--- src/hw/rtl/tcw_pkg.sv ---
// Shared constants, codes and the command word type for the text console writer.
package tcw_pkg;

  localparam int COLUMNS_DEF = 80;
  localparam int ROWS_DEF    = 25;

  localparam logic [7:0] NEWLINE_CODE = 8'd10;
  localparam logic [7:0] SPACE_CODE   = 8'd32;
  localparam logic [7:0] RESET_ATTR   = 8'h0F;

  localparam logic [1:0] OP_PUT   = 2'd0;
  localparam logic [1:0] OP_CLEAR = 2'd1;
  localparam logic [1:0] OP_READ  = 2'd2;

  localparam logic [2:0] CLS_PUT     = 3'd0;
  localparam logic [2:0] CLS_NEWLINE = 3'd1;
  localparam logic [2:0] CLS_CLEAR   = 3'd2;
  localparam logic [2:0] CLS_READ    = 3'd3;
  localparam logic [2:0] CLS_NOP     = 3'd4;

  localparam int QUEUE_DEPTH = 2;

  typedef struct packed {
    logic [2:0]  cls;
    logic [7:0]  ch;
    logic [10:0] idx;
  } cmd_t;

endpackage

--- src/hw/rtl/tcw_front.sv ---
// Front end: accepts input words and classifies them into command words.
module tcw_front #(
  parameter int COLUMNS = 80,
  parameter int ROWS    = 25
) (
  input  logic             clk,
  input  logic             rst_n,
  input  logic             start,
  output logic             busy,
  input  logic [1:0]       in_op,
  input  logic [7:0]       in_char_code,
  input  logic [10:0]      in_cell_index,
  input  logic             init_busy,
  input  logic             q_full,
  output logic             q_push,
  output tcw_pkg::cmd_t    q_cmd
);
  import tcw_pkg::*;

  localparam logic [15:0] CELLS_W = 16'(COLUMNS * ROWS);

  logic  vld_r, vld_nxt;
  cmd_t  cmd_r, cmd_nxt;
  logic  accept;

  assign busy   = init_busy || (vld_r && q_full);
  assign accept = start && !busy;
  assign q_push = vld_r && !q_full;
  assign q_cmd  = cmd_r;

  always_comb begin
    cmd_nxt     = cmd_r;
    vld_nxt     = vld_r;
    if (q_push) begin
      vld_nxt = 1'b0;
    end
    if (accept) begin
      vld_nxt     = 1'b1;
      cmd_nxt.ch  = in_char_code;
      cmd_nxt.idx = in_cell_index;
      unique case (in_op)
        OP_PUT: begin
          cmd_nxt.cls = (in_char_code == NEWLINE_CODE) ? CLS_NEWLINE : CLS_PUT;
        end
        OP_CLEAR: begin
          cmd_nxt.cls = CLS_CLEAR;
        end
        OP_READ: begin
          // out-of-range reads return zero, same as a no-op
          cmd_nxt.cls = (16'(in_cell_index) < CELLS_W) ? CLS_READ : CLS_NOP;
        end
        default: begin
          cmd_nxt.cls = CLS_NOP;
        end
      endcase
    end
  end

  always_ff @(posedge clk) begin
    if (!rst_n) begin
      vld_r <= 1'b0;
    end else begin
      vld_r <= vld_nxt;
    end
  end

  always_ff @(posedge clk) begin
    cmd_r <= cmd_nxt;
  end

endmodule

--- config.mk ---
export PLATFORM = sky130hd
export DESIGN_NAME = tcw_front
export DESIGN_NICKNAME = d
export VERILOG_FILES = /design/src/hw/rtl/tcw_pkg.sv /design/src/hw/rtl/tcw_front.sv
export SDC_FILE = /design/constraint.sdc
export NUM_CORES = 1
export LEC_CHECK = 0
export BUFFER_PORTS_ARGS = -buffer_cell sky130_fd_sc_hd__buf_2
export CAP_MARGIN = 20
export CELL_PAD_IN_SITES_DETAIL_PLACEMENT = 1
export CELL_PAD_IN_SITES_GLOBAL_PLACEMENT = 1
export CORE_ASPECT_RATIO = 2
export CORE_MARGIN = 10
export CORE_UTILIZATION = 28
export CTS_CLUSTER_DIAMETER = 80
export CTS_CLUSTER_SIZE = 8
export DETAILED_ROUTE_END_ITERATION = 16
export GPL_TIMING_DRIVEN = 1
export PLACE_DENSITY_LB_ADDON = 0.1
export SLEW_MARGIN = 20
export SYNTH_ARGS = -nofsm -noshare
export SYNTH_HDL_FRONTEND = slang
export SYNTH_SLANG_ARGS = --single-unit
--- constraint.sdc ---
create_clock -name clk -period 1.95 [get_ports clk]
set_input_delay 0.39 -clock clk [delete_from_list [all_inputs] [get_ports clk]]
set_output_delay 0.39 -clock clk [all_outputs]
set_load 0.005 [all_outputs]
# Yosys cells after proc, flatten, opt, wreduce, memory -nomap -nowiden
# Cells that the tools add are included.
[op_classes]
div = 0
n_shift = 0
addsub = 0
n_mux = 5
n_reduce_logical = 8
mul = 0
n_eq_ne = 3
bitwise = 0
order_cmp = 1
[op_table]
columns = ["operator", "n"]
rows = [
  ["$lt A11 B11 Y1 const B", 1],
  ["$pmux W3 S3", 1],
  ["$eq A8 B4 Y1 const B", 1],
  ["$logic_and A1 B1 Y1", 3],
  ["$mux W1", 3],
  ["$mux W3", 1],
  ["$eq A2 B1 Y1 const B", 1],
  ["$eq A2 B2 Y1 const B", 1],
  ["$logic_not A1 Y1", 2],
  ["$logic_not A2 Y1", 1],
  ["$reduce_bool A2 Y1", 1],
  ["$logic_or A1 B1 Y1", 1],
]
[totals]
word_cells = 21
latch_bits = 0
register_bits = 23
out_inout_bits = 24
rom_bits = 0
mem_bits_rw = 0
input_bits = 26
mem_count = 0

# Depth between registers and ports, before layout
[depth]
ltp_word = 5
ltp_mapped = 3
depth_no_buf = 3

# Least setup slack after synthesis
# No wires, ideal clock.
[synth_timing]
path_type = "input -> register"
from = "input init_busy"
to = "register cmd_r, in the netlist q_cmd[0] (enable)"
path_stages = 2
n_path_buf = 0
path_slack_ns = 0.046
t_required_ns = 1.549
t_arrival_ns = 1.503
path_cell_list = "nand2b_1 -> nor2_1"
[synth_between]
elab_chain_len = 3
[synth_lines]
columns = ["element", "line_no", "text"]
rows = [
  ["start: declaration", "tcw_front.sv:13", "input logic init_busy,"],
  ["$logic_or A1 B1 Y1", "tcw_front.sv:26", "assign busy = init_busy || (vld_r && q_full);"],
  ["$logic_not A1 Y1", "tcw_front.sv:27", "assign accept = start && !busy;"],
  ["$logic_and A1 B1 Y1", "tcw_front.sv:27", ""],
  ["via accept", "tcw_front.sv:24", "logic accept;"],
  ["end signal: assignment", "tcw_front.sv:68", "cmd_r <= cmd_nxt;"],
  ["end: declaration", "tcw_front.sv:23", "cmd_t cmd_r, cmd_nxt;"],
]
# The timed path passes the listed nets, and every way through them passes these cells.
# A chain may end at the register's enable or synchronous reset.

# Worst setup path after layout
[layout_timing]
from = "register vld_r"
to = "output busy"
[layout_between]
elab_chain_len = 2
[layout_lines]
columns = ["element", "line_no", "text"]
rows = [
  ["start: declaration", "tcw_front.sv:22", "logic vld_r, vld_nxt;"],
  ["start signal: assignment", "tcw_front.sv:63", "vld_r <= vld_nxt;"],
  ["$logic_and A1 B1 Y1", "tcw_front.sv:26", ""],
  ["$logic_or A1 B1 Y1", "tcw_front.sv:26", ""],
  ["end: declaration", "tcw_front.sv:9", "output logic busy,"],
]
# No other way between the ends.

==> results.txt <==
----------------------------------------------------
[Timing]
  Share of the clock period used by the worst path ... 0.655
  Count of pins over their slew limit ... 0
  Maximum operating frequency ... 0.784 GHz
  Fin. Hold Viols ... 0
  Worst-case headroom to the max-slew limit ... 0.821
  Clock Skews ... 0.00143 ns
  Slew at the pin closest to its max-slew limit ... 0.268 ns
  Setup TNS after final layout ... 0 ns
  Shortest clock period the worst path allows after layout ... 1.28 ns
  RSZ-0062 raised after global routing ... no
  Setup slack after layout ... 0.674 ns
  Count of final setup violators ... 0

[Detailed routing]
  Remaining antenna violation count ... 0
  TritonRoute pass-1 iters ... 2
  Total wire length after detailed routing ... 2040 um
  Number of vias after detailed routing ... 550
  Number of vias per cell after detailed routing ... 4.47
  Routed length per placed instance ... 16.6 um
  Number of design-rule violations left by the first detailed-router iteration ... 7
  DRC Markers ... 0

[Synthesis]
  Sequential-to-total area share from yosys stat ... 0.865
  Yosys top cell area share ... 0.839
  Net Count, Synth ... 66
  Distinct cell type count after synthesis ... 16
  Leading cell types by count after synthesis ... 22 x edfxtp_1, 3 x o21ai_0, 2 x nor2_1
  Main flop type after synthesis ... edfxtp_1
  Cell with the most instances after synthesis ... edfxtp_1
  Syn_area_per_cell ... 19.7 um2
  Mapped Area ... 787 um2
  Post-synthesis cell type with the largest combined area ... edfxtp_1
  Top cells by area in the synthesized netlist ... edfxtp_1 84%, dfxtp_1 2.5%, o21ai_0 1.9%
  Number of synthesized flops with an enable pin ... 22
  Async SR Flop Fraction ... 0
  YS warnings ... 0
  Synth Register Bits ... 23
  Cell count after synthesis ... 40

[Setup path]
  Crit start category ... flip-flop
  WS Path Type ... flip-flop to primary output
  WP data arrival ... 0.89 ns
  Critical path fanouts, max ... 2
  Critical Path RT ... 1.56 ns
  Endpoint class of the critical path ... primary output

[GRT]
  Pin count of the biggest net entering global routing ... 23
  Via count of the first global-routing pass ... 672
  Number of antenna violations at the first check in global routing ... 0
  First-pass GRT wire length ... 3280 um
  Total global routing overflow ... 0
  Overall fraction of global-route tracks in use ... 0.0768

[Placement]
  Input/output buffers ... 49
  Setup Slack @ Placement ... 0.581 ns
  Routability congestion estimate ... 0.634
  Detailed-placement wirelength estimate ... 1790 um

[Floorplanning]
  Initial cell density of the core ... 0.288
  Vertical die dimension ... 95.0 um
  Die Wd ... 57.5 um
  Area of the die ... 5460 um2
  Ports placed on the boundary ... 50
  Row Count ... 27
  Placeable Area ... 2740 um2

[Power]
  Power per unit of standard cell area ... 831 nW/um2
  Peak supply drop ... 0.489 mV
  Static Leak ... 0.471 nW

[Run]
  Count of maximum capacitance violations ... 0

[Clock network]
  Root cell of the clock tree ... clkbuf_8
  Maximum level of the CTS H-tree ... 1
  Number of buffers added by the clock tree synthesis step ... 3
  Number of hold-repair buffers added at the cts stage ... 0
  Number of buffers inserted to repair setup after CTS ... 0
  Number of cells upsized or downsized after cts ... 0
  Sinks on Clock Net ... 23
  Clock Pin Slew Worst Setup and Hold Paths ... 0.07 ns
  Max Root-Sink Buffers ... 2
  TritonCTS clock tree ... built
  Source-to-sink clock delay at the later pin of the worst-skew pair ... 0.26 ns

[Finish]
  Antenna cells ... 0
  Area used by multi-input combinational logic ... 105 um2
  Fraction of layout instances using a drive strength above 1 ... 0.585
  Relative area change from synthesis to final layout ... 42.8%
  Final net count ... 121
  Layout fillers ... 314
  Sequential cell area ... 681 um2

[Worst hold path]
  Worst hold-check path type ... primary input to flip-flop

[Outcome]
  Result of the run ... completed

----------------------------------------------------
-- cells in the final DEF (no fill, tap or decap), types with 3 or more instances in the layout --
cell type / count
o21ai_0: 3
clkbuf_8: 3
edfxtp_1: 22
buf_2: 49
-- where the power goes --
group | internal [W] | switching (W) | total (W)
clock | 0.000146 | 0.000138 | 0.000284
sequential | 0.000567 | 0.00000503 | 0.000572
combinational | 0.0000390 | 0.0000395 | 0.0000785
-- final timing paths --
kind                      start  slack (ns)                 end  depth (start not counted)
max reg2reg  vld_r$_SDFFE_PN0P_        0.81  q_cmd[5]$_DFFE_PP_                          4
min reg2reg  vld_r$_SDFFE_PN0P_        0.62  vld_r$_SDFFE_PN0P_                          3
min            in_cell_index[0]        0.31  q_cmd[0]$_DFFE_PP_                          1
max          vld_r$_SDFFE_PN0P_        0.67                busy                          3
-- sequential cells by signal (all words and copies together) (netlist names) --
signal / flops
vld_r: 1
q_cmd: 22
-- metrics by stage --
| stage | utilization | hold slack [ns] | cell area, um2 | power, W | std cells |
|---|---|---|---|---|---|
| 2_1_floorplan | - | 0.489 | 787 | 0.000604 | 40 |
| 3_3_place_gp | 0.394 | 0.568 | 1080 | 0.000662 | 119 |
| 3_5_place_dp | 0.394 | 0.576 | 1080 | 0.000665 | 119 |
| 4_1_cts | 0.411 | 0.298 | 1120 | 0.000954 | 123 |
| 5_1_grt | 0.411 | 0.296 | 1120 | 0.000974 | 123 |
| 6_report | 0.411 | 0.306 | 1120 | 0.000934 | 123 |
-- area by class of cell --
cell class	instances	share of cell area
timing repair buffer	50	0.225
clock buffer	4	0.0401
multi-input combinational	16	0.0935
tap	29	0.0323
sequential	23	0.606
inverter	1	0.00334
-- kinds of logic after synthesis --
family | share of synthesized area
DFF | 0.865
and+or+nand+nor | 0.0827
AOI/OAI and AO/OA | 0.0350
muxes | 0.0127
buffers and inverters | 0.00476
-- layer usage --
| metal | global-route usage | vias to the layer above | routed length [um] |
|---|---|---|---|
| met5 | 0 | - | 0 |
| met4 | 0.0413 | 0 | 24 |
| met3 | 0.0430 | 2 | 284 |
| met2 | 0.140 | 35 | 1110 |
| met1 | 0.0616 | 251 | 626 |
| li1 | - | 262 | - |
-- critical path, cell delays in order (launching register included) --
cell and delay (ns):
dfxtp_1 0.33, nand2_1 0.07, nand2b_1 0.10, buf_2 0.13
Note: power is estimated with default switching activity, not from simulation.
