File: src/hw/rtl/tcw_pkg.sv
// Shared constants, codes and the command word type for the text console writer.
package tcw_pkg;

  localparam int COLUMNS_DEF = 80;
  localparam int ROWS_DEF    = 25;

  localparam logic [7:0] NEWLINE_CODE = 8'd10;
  localparam logic [7:0] SPACE_CODE   = 8'd32;
  localparam logic [7:0] RESET_ATTR   = 8'h0F;

  localparam logic [1:0] OP_PUT   = 2'd0;
  localparam logic [1:0] OP_CLEAR = 2'd1;
  localparam logic [1:0] OP_READ  = 2'd2;

  localparam logic [2:0] CLS_PUT     = 3'd0;
  localparam logic [2:0] CLS_NEWLINE = 3'd1;
  localparam logic [2:0] CLS_CLEAR   = 3'd2;
  localparam logic [2:0] CLS_READ    = 3'd3;
  localparam logic [2:0] CLS_NOP     = 3'd4;

  localparam int QUEUE_DEPTH = 2;

  typedef struct packed {
    logic [2:0]  cls;
    logic [7:0]  ch;
    logic [10:0] idx;
  } cmd_t;

endpackage

File: src/hw/rtl/tcw_queue.sv
// Short command queue between front end and back end.
module tcw_queue (
  input  logic          clk,
  input  logic          rst_n,
  input  logic          push,
  input  tcw_pkg::cmd_t push_cmd,
  input  logic          pop,
  output tcw_pkg::cmd_t head_cmd,
  output logic          full,
  output logic          empty
);
  import tcw_pkg::*;

  localparam int QAW = (QUEUE_DEPTH > 1) ? $clog2(QUEUE_DEPTH) : 1;
  localparam int QCW = $clog2(QUEUE_DEPTH + 1);

  cmd_t           entry_r [QUEUE_DEPTH];
  logic [QAW-1:0] wr_ptr_r, wr_ptr_nxt;
  logic [QAW-1:0] rd_ptr_r, rd_ptr_nxt;
  logic [QCW-1:0] cnt_r, cnt_nxt;

  assign full     = (cnt_r == QCW'(QUEUE_DEPTH));
  assign empty    = (cnt_r == '0);
  assign head_cmd = entry_r[rd_ptr_r];

  always_comb begin
    wr_ptr_nxt = wr_ptr_r;
    rd_ptr_nxt = rd_ptr_r;
    cnt_nxt    = cnt_r;
    if (push) begin
      wr_ptr_nxt = (wr_ptr_r == QAW'(QUEUE_DEPTH - 1)) ? '0 : wr_ptr_r + 1'b1;
    end
    if (pop) begin
      rd_ptr_nxt = (rd_ptr_r == QAW'(QUEUE_DEPTH - 1)) ? '0 : rd_ptr_r + 1'b1;
    end
    if (push && !pop) begin
      cnt_nxt = cnt_r + 1'b1;
    end else if (pop && !push) begin
      cnt_nxt = cnt_r - 1'b1;
    end
  end

  always_ff @(posedge clk) begin
    if (!rst_n) begin
      wr_ptr_r <= '0;
      rd_ptr_r <= '0;
      cnt_r    <= '0;
    end else begin
      wr_ptr_r <= wr_ptr_nxt;
      rd_ptr_r <= rd_ptr_nxt;
      cnt_r    <= cnt_nxt;
    end
  end

  always_ff @(posedge clk) begin
    if (push) begin
      entry_r[wr_ptr_r] <= push_cmd;
    end
  end

endmodule

File: config.mk
export PLATFORM = sky130hd
export DESIGN_NAME = tcw_queue
export DESIGN_NICKNAME = d
export VERILOG_FILES = /design/src/hw/rtl/tcw_pkg.sv /design/src/hw/rtl/tcw_queue.sv
export SDC_FILE = /design/constraint.sdc
export NUM_CORES = 1
export LEC_CHECK = 0
export BUFFER_PORTS_ARGS = -buffer_cell sky130_fd_sc_hd__buf_4
export CORE_MARGIN = 4
export CORE_UTILIZATION = 30
export CTS_CLUSTER_DIAMETER = 60
export DETAILED_ROUTE_END_ITERATION = 10
export PLACE_DENSITY = 0.53
export SLEW_MARGIN = 15
export SYNTH_ARGS = -nofsm -noshare
export SYNTH_HDL_FRONTEND = slang
export SYNTH_SLANG_ARGS = --single-unit
File: constraint.sdc
create_clock -name clk -period 4.89 [get_ports clk]
set_input_delay 0.978 -clock clk [delete_from_list [all_inputs] [get_ports clk]]
set_output_delay 0.978 -clock clk [all_outputs]
set_load 0.005 [all_outputs]
Yosys cells after proc, flatten, opt, wreduce, memory -nomap -nowiden
Memory sizes are Yosys's and may differ from the RTL's. A register that Yosys moved wholly into a read port is not among the register bits.
Index checks and enable logic that the tools add are counted.
Cells by class
  $add $sub $neg: 4
  equal/unequal tests: 1
  multiplexer cells: 8
  reduce and logical (&&, ||, !) cells: 6
Operators with widths (count)
  1-bit 2-to-1 mux: 6
  2-bit 2-to-1 mux: 2
  1-bit adder (second input constant): 2
  2-bit by 1-bit adder with 2-bit output (second input constant): 1
  2-bit equality test (second input constant): 1
  1-bit logical AND: 2
  1-bit zero test: 2
  2-bit zero test: 1
  2-bit nonzero test: 1
  2-bit by 1-bit subtractor with 2-bit output (second input constant): 1
Word-level totals
  register bits: 4
  memory bits (writable): 44
  input port bits: 26
  output and inout bits: 24
  word-level logic and storage cells: 23
  memories kept: 1
Memory list
  entry_r: depth 2, width 22, rd ports 1, clocked after Yosys merged registers in 1, write ports 1, RTL line tcw_queue.sv:17  | cmd_t entry_r [QUEUE_DEPTH];

Logic depth before layout (Yosys ltp)
Gate-level depths: netlist of run 1.
  word-level depth: 4
  mapped depth: 5

Least setup slack after synthesis of run 1
OpenSTA, ideal clock, no wires.
  kind: input-to-reg
  from: input push
  to: memory entry_r[0][0] (netlist name) (enable)
  arrival time: 2.029 ns
  slack: 2.456 ns
  stages on the path: 1
  path through: nor2b_1
On the way
  word-level cells in the longest chain between the ends: 2
RTL lines
  from (decl): RTL line tcw_queue.sv:5  | input logic push,
  1-bit 2-to-1 mux: RTL line tcw_queue.sv:56  | if (push) begin
  1-bit 2-to-1 mux (not written as such): RTL line tcw_queue.sv:57  | entry_r[wr_ptr_r] <= push_cmd;
  to (decl): RTL line tcw_queue.sv:17
No other way between the ends.

==> flow_summary.yaml, run 1 <==
die:
  rows: 27
  die_h_um: 85.4
  start_util_pct: 31.9
  die_area_sq_um: 7300
  coreArea_sq_um: 5640
  die_x_um: 85.4
  boundaryPins: 50
grt:
  grt_pass1_vias: 1050
  grt_usage_pct: 9.24
  gr-total-overflow: 0
  grt_pass1_wl_um: 5140
  grt_max_degree: 24
  antenna_found_initial: 0
layout:
  fillers: 509
  final_common_cell: "buf_4"
  n_antenna_cell: 0
  layout_common_cells: "buf_4 (49), edfxtp_1 (44), mux2_2 (22)"
  nets: 171
  areaGrowthSynthToFinish_pct: 31.2
  drive_above_1_share_pct: 54.5
  fin_cells: 217
  multi_input_area_sq_um: 370
  ff_latch_area_sq_um: 1420
sta:
  report.final.slew_viol_count: 0
  hold_ws_ns: 0.523
  hold_violations: 0
  period_minus_slack_ns: 2.84
  relSlewSlack_pct: 29.8
  setup_tns_ns: 0
  skew_ns: 0.00571
  rsz0062_at_grt: "false"
  setup_violations: 0
  clock.fmax_ghz: 0.352
  timing.final.crit_share_pct: 58.1
  tightestPinTransition_ns: 1.05
synth:
  synth.distinct_cells: 16
  netlist_area_sq_um: 1800
  synthDominantCellAreaShare_pct: 73.5
  synth_top_area_cell: "edfxtp_1"
  synth_nets: 117
  syn_inst: 90
  synthArstFlopShare_pct: 0
  syn_area_per_cell_sq_um: 20.0
  synth_ff_type: "edfxtp_1"
  ys_top_cells_by_area: "edfxtp_1 (73%), mux2_2 (14%), dfxtp_1 (5.6%), and2_1 (1.4%), xor2_1 (0.97%)"
  yosys_warnings: 0
  synth_edf_count: 44
  ys_seq_area_share_pct: 79.1
  ys_ff_latch: 49
pwr:
  powerDensity_nw_per_um2: 370
  ir_worst_vdd_mv: 0.117
  p_leak_nw: 0.888
cts:
  path_clk_slew_ns: 0.08
  root_buffer: "clkbuf_8"
  cts_buffers: 5
  cts-htree-levels: 2
  clock-sinks: 49
  cts_resized: 0
  cts_tree: "done"
  cts_buffer_depth: 2
  clk-insertion-delay-late_ns: 0.29
  cts_setup_buffers: 0
  hold_buffers: 0
route:
  wl_um: 3170
  vias: 943
  first_pass_iters: 2
  first_iter_violations: 37
  drcViolationCount: 0
  ant_nets: 0
  via_per_inst: 4.35
  routedWlPerCell_um: 14.6
critical_path:
  cp-end-kind: "output pin"
  critical_path.max_fanout: 22
  cp.arrival_ns: 1.86
  critical_path.max_stage_delay_ns: 0.99
  path_class: "reg -> out"
  cp_slowest_cell: "dfxtp_1"
  crit_chain: "mux2_2 -> buf_4"
  crit_required_ns: 3.91
  startpoint_type: "flip-flop"
run_status:
  status: "completed"
placed_design:
  place_hpwl_um: 2110
  dp_cells: 209
  io_buffer_count: 49
  place.gp.congestion: 0.733
flow_run:
  drv_cap: 0
min_path:
  hold_class: "reg -> reg"
## Yosys cell counts, types with 2 or more instances
cell,number
edfxtp_1,44
and2_1,4
xor2_1,2
nor2b_1,2
mux2_2,22
dfxtp_1,5
buf_2,2
## critical path: cells and delay by family, from the launching register on
kind / cells / cell delay [ns]
buffers and inverters: 1 / 0.14
flip-flops: 1 / 0.99
multiplexers: 1 / 0.43
## cell families after synthesis
kind of cell | Yosys count | synth area share, %
AOI/OAI and AO/OA | 3 | 1.11
xor gates and xnor gates | 3 | 1.46
adders and majority gates | 1 | 0.696
buffers and inverters | 3 | 0.765
DFF | 49 | 79.1
muxes | 22 | 13.8
and+or+nand+nor | 9 | 3.13
## per-stage QoR
step	instance area, sq um	util, %	worst slack (ns)	total power, mW
after global routing	2360	41.8	1.88	0.912
after detailed placement	2250	39.9	2.30	0.609
after CTS	2350	41.7	1.97	0.886
after global placement	2250	39.9	2.33	0.605
after floorplan	1800	-	2.46	0.547
final	2360	41.8	2.05	0.873
## sequential cells by signal, summed over array words and instances, names as in the netlist, named ones only
name,flops
rd_ptr_r,1
cnt_r,2
entry_r,44
wr_ptr_r,1
## power breakdown
part	internal (mW)	leakage, nW	switching (mW)	total, mW
Clock	0.151	0.0528	0.125	0.276
Sequential	0.482	0.455	0.0145	0.496
Combinational	0.0647	0.380	0.0360	0.101
Total	0.697	0.888	0.176	0.873
## cell type report
| type | count | area share (%) |
|---|---|---|
| Clock buffer | 6 | 3.08 |
| Clock inverter | 2 | 1.43 |
| Inverter | 1 | 0.159 |
| Tap cell | 72 | 3.82 |
| Multi-Input combinational cell | 38 | 15.7 |
| Sequential cell | 49 | 60.2 |
| Timing Repair Buffer | 49 | 15.6 |
## worst paths after layout
| check | end | cells after the start | slack (ns) | from |
|---|---|---|---|---|
| setup / recovery | head_cmd[0] | 2 | 2.05 | flip-flop |
| hold / removal | cnt_r[1]$_SDFFE_PN0P_ | 2 | 0.52 | cnt_r[1]$_SDFFE_PN0P_ |
| setup reg to reg | entry_r[1][0]$_DFFE_PP_ | 1 | 3.26 | wr_ptr_r$_SDFFE_PN0P_ |
| hold reg to reg | cnt_r[1]$_SDFFE_PN0P_ | 2 | 0.52 | cnt_r[1]$_SDFFE_PN0P_ |
## routing by layer
layer,wire length (um),up-vias,global-route usage [%],part of all wire (%)
met5,0,-,0,0
met4,63,0,4.75,2.0
met3,154,6,2.72,4.9
met2,1710,30,16.3,54
met1,1240,460,9.93,39
li1,-,447,-,-
No activity file was read; power rests on OpenSTA's default activity.
==> inputs of run 2 (changes only) <==
--- a/config.mk
+++ b/config.mk
@@ -5,6 +5,7 @@
 export SDC_FILE = /design/constraint.sdc
 export NUM_CORES = 1
 export LEC_CHECK = 0
+export ABC_AREA = 1
 export BUFFER_PORTS_ARGS = -buffer_cell sky130_fd_sc_hd__buf_4
 export CORE_MARGIN = 4
 export CORE_UTILIZATION = 30
==> constraint.sdc (replaced) <==
create_clock -name clk -period 2.95 [get_ports clk]
set_input_delay 0.59 -clock clk [delete_from_list [all_inputs] [get_ports clk]]
set_output_delay 0.59 -clock clk [all_outputs]
set_load 0.005 [all_outputs]
==> flow_summary.yaml, run 2 <==
run_status:
  status: "completed"
layout:
  areaGrowthSynthToFinish_pct: 30.1
  nets: 186
  n_antenna_cell: 0
  drive_above_1_share_pct: 51.2
  final_common_cell: "buf_4"
  layout_common_cells: "buf_4 (51), edfxtp_1 (44), mux2_2 (22)"
  fillers: 565
  largest-register: "entry_r"
  reg_top3: "entry_r x44, cnt_r x2"
  largest_reg_flops: 44
pwr:
  p_leak_nw: 0.920
  powerDensity_nw_per_um2: 574
  ir_worst_vdd_mv: 0.217
critical_path:
  cp-end-kind: "output pin"
  critical_path.max_fanout: 12
  path_class: "reg -> out"
  startpoint_type: "flip-flop"
  cp.arrival_ns: 1.74
  crit_required_ns: 2.36
sta:
  period_minus_slack_ns: 2.33
  timing.final.crit_share_pct: 78.9
  relSlewSlack_pct: 41.2
  rsz0062_at_grt: "false"
  clock.fmax_ghz: 0.430
  setup_ws_ns: 0.622
  hold_violations: 0
  setup_tns_ns: 0
  tightestPinTransition_ns: 0.882
  report.final.slew_viol_count: 0
  skew_ns: 0.00425
  setup_violations: 0
route:
  highest_layer: "met4"
  routedWlPerCell_um: 14.1
  wl_um: 3300
  first_pass_iters: 3
  drcViolationCount: 0
  dr_wl_met3_um: 236
  met2WireLength_um: 1700
  wl_met1_um: 1310
  via_per_inst: 4.25
  ant_nets: 0
  first_iter_violations: 40
  vias: 998
synth:
  ys_seq_area_share_pct: 78.1
  synth_top_area_cell: "edfxtp_1"
  ys_top_cells_by_area: "edfxtp_1 (73%), mux2_2 (14%), dfxtp_1 (5.5%), nor2_1 (1.9%), inv_1 (1.7%)"
  synthTopCellsByCount: "edfxtp_1 (44), mux2_2 (22), nor2_1 (9), inv_1 (8), nand2_1 (8)"
  synthDominantCellAreaShare_pct: 72.6
  synth_edf_count: 44
  syn_area_per_cell_sq_um: 17.7
  synth.most_common_cell: "edfxtp_1"
  synth_ff_type: "edfxtp_1"
  syn_inst: 103
  synth_nets: 130
  netlist_area_sq_um: 1820
  ys_ff_latch: 49
  synthArstFlopShare_pct: 0
  synth.distinct_cells: 12
  yosys_warnings: 0
cts:
  clock-sinks: 49
  hold_buffers: 0
  cts_buffers: 5
  cts_tree: "done"
  cts_setup_buffers: 0
  path_clk_slew_ns: 0.09
  cts_buffer_depth: 2
  cts_resized: 0
  clk-insertion-delay-late_ns: 0.30
  root_buffer: "clkbuf_8"
  cts-htree-levels: 2
die:
  rows: 28
  die_x_um: 85.9
  die_area_sq_um: 7370
  boundaryPins: 50
  coreArea_sq_um: 5890
  start_util_pct: 30.9
  die_h_um: 85.9
grt:
  grt_usage_pct: 9.72
  antenna_found_initial: 0
  grt_max_degree: 23
  gr-total-overflow: 0
  grt_pass1_vias: 1165
  grt_pass1_wl_um: 5400
placed_design:
  pre_cts_ws_ns: 0.894
  place_hpwl_um: 2420
  io_buffer_count: 49
  place.gp.congestion: 0.685
min_path:
  hold_class: "in -> reg"
flow_run:
  drv_cap: 0
[run 2: cell types whose count changed in the layout (fill, tap and decap cells not counted), sizes merged, moves of 2 or more]
cell   delta
inv       +8
nand2     +8
nor2      +8
and2      -4
buf       +2
nor2b     -2
xor2      -2
[run 2: cell type report]
class / count / area [sq um] / share of cell area, %
flip-flops and latches: 49 / 1420 / 60.1
clock buffers: 5 / 68.8 / 2.91
inverters: 8 / 30.0 / 1.27
clock inverters: 3 / 21.3 / 0.899
repair buffers: 51 / 383 / 16.2
well taps: 75 / 93.8 / 3.97
multi-input cells: 44 / 348 / 14.7
[run 2: power breakdown]
| group | total [mW] | switching (mW) | internal [mW] |
|---|---|---|---|
| clock network | 0.385 | 0.217 | 0.168 |
| registers | 0.813 | 0.0150 | 0.798 |
| logic | 0.160 | 0.0664 | 0.0931 |
| total | 1.36 | 0.298 | 1.06 |
[run 2: worst paths after layout]
kind	start	endpoint	slack, ns	depth (start not counted)
worst max-delay path	flip-flop	head_cmd[7]	0.62	3
worst min-delay path	push_cmd[9]	entry_r[1][9]$_DFFE_PP_	0.47	1
worst max register to register	wr_ptr_r$_SDFFE_PN0P_	entry_r[0][5]$_DFFE_PP_	1.47	2
worst min register to register	rd_ptr_r$_SDFFE_PN0P_	rd_ptr_r$_SDFFE_PN0P_	0.50	2
[run 2: through the flow]
stage	util [%]	hold slack [ns]	total power [mW]	cell area, sq um	instances
after floorplan	-	0.463	0.898	1820	103
after global placement	38.7	0.481	0.987	2280	227
after detailed placement	38.7	0.489	0.994	2280	227
after CTS	40.2	0.459	1.38	2370	235
after global routing	40.2	0.447	1.43	2370	235
final	40.2	0.470	1.36	2370	235
[run 2: kinds of logic after synthesis]
kind of cell	share of synthesized area, %
DFF	78.1
muxes	13.6
adders and majority gates	0.688
AOI/OAI and AO/OA	0.550
buffers and inverters	2.89
and+or+nand+nor	4.13
[run 2: metal layers]
metal	vias up	track usage, %
li1	484	-
met1	476	10.2
met4	0	3.88
met3	6	4.03
met2	32	17.2
met5	-	0
[run 2: critical path, cell delays in order (launching register included)]
cell	delay [ns]
dfxtp_1	0.64
buf_4	0.30
mux2_2	0.37
buf_4	0.14
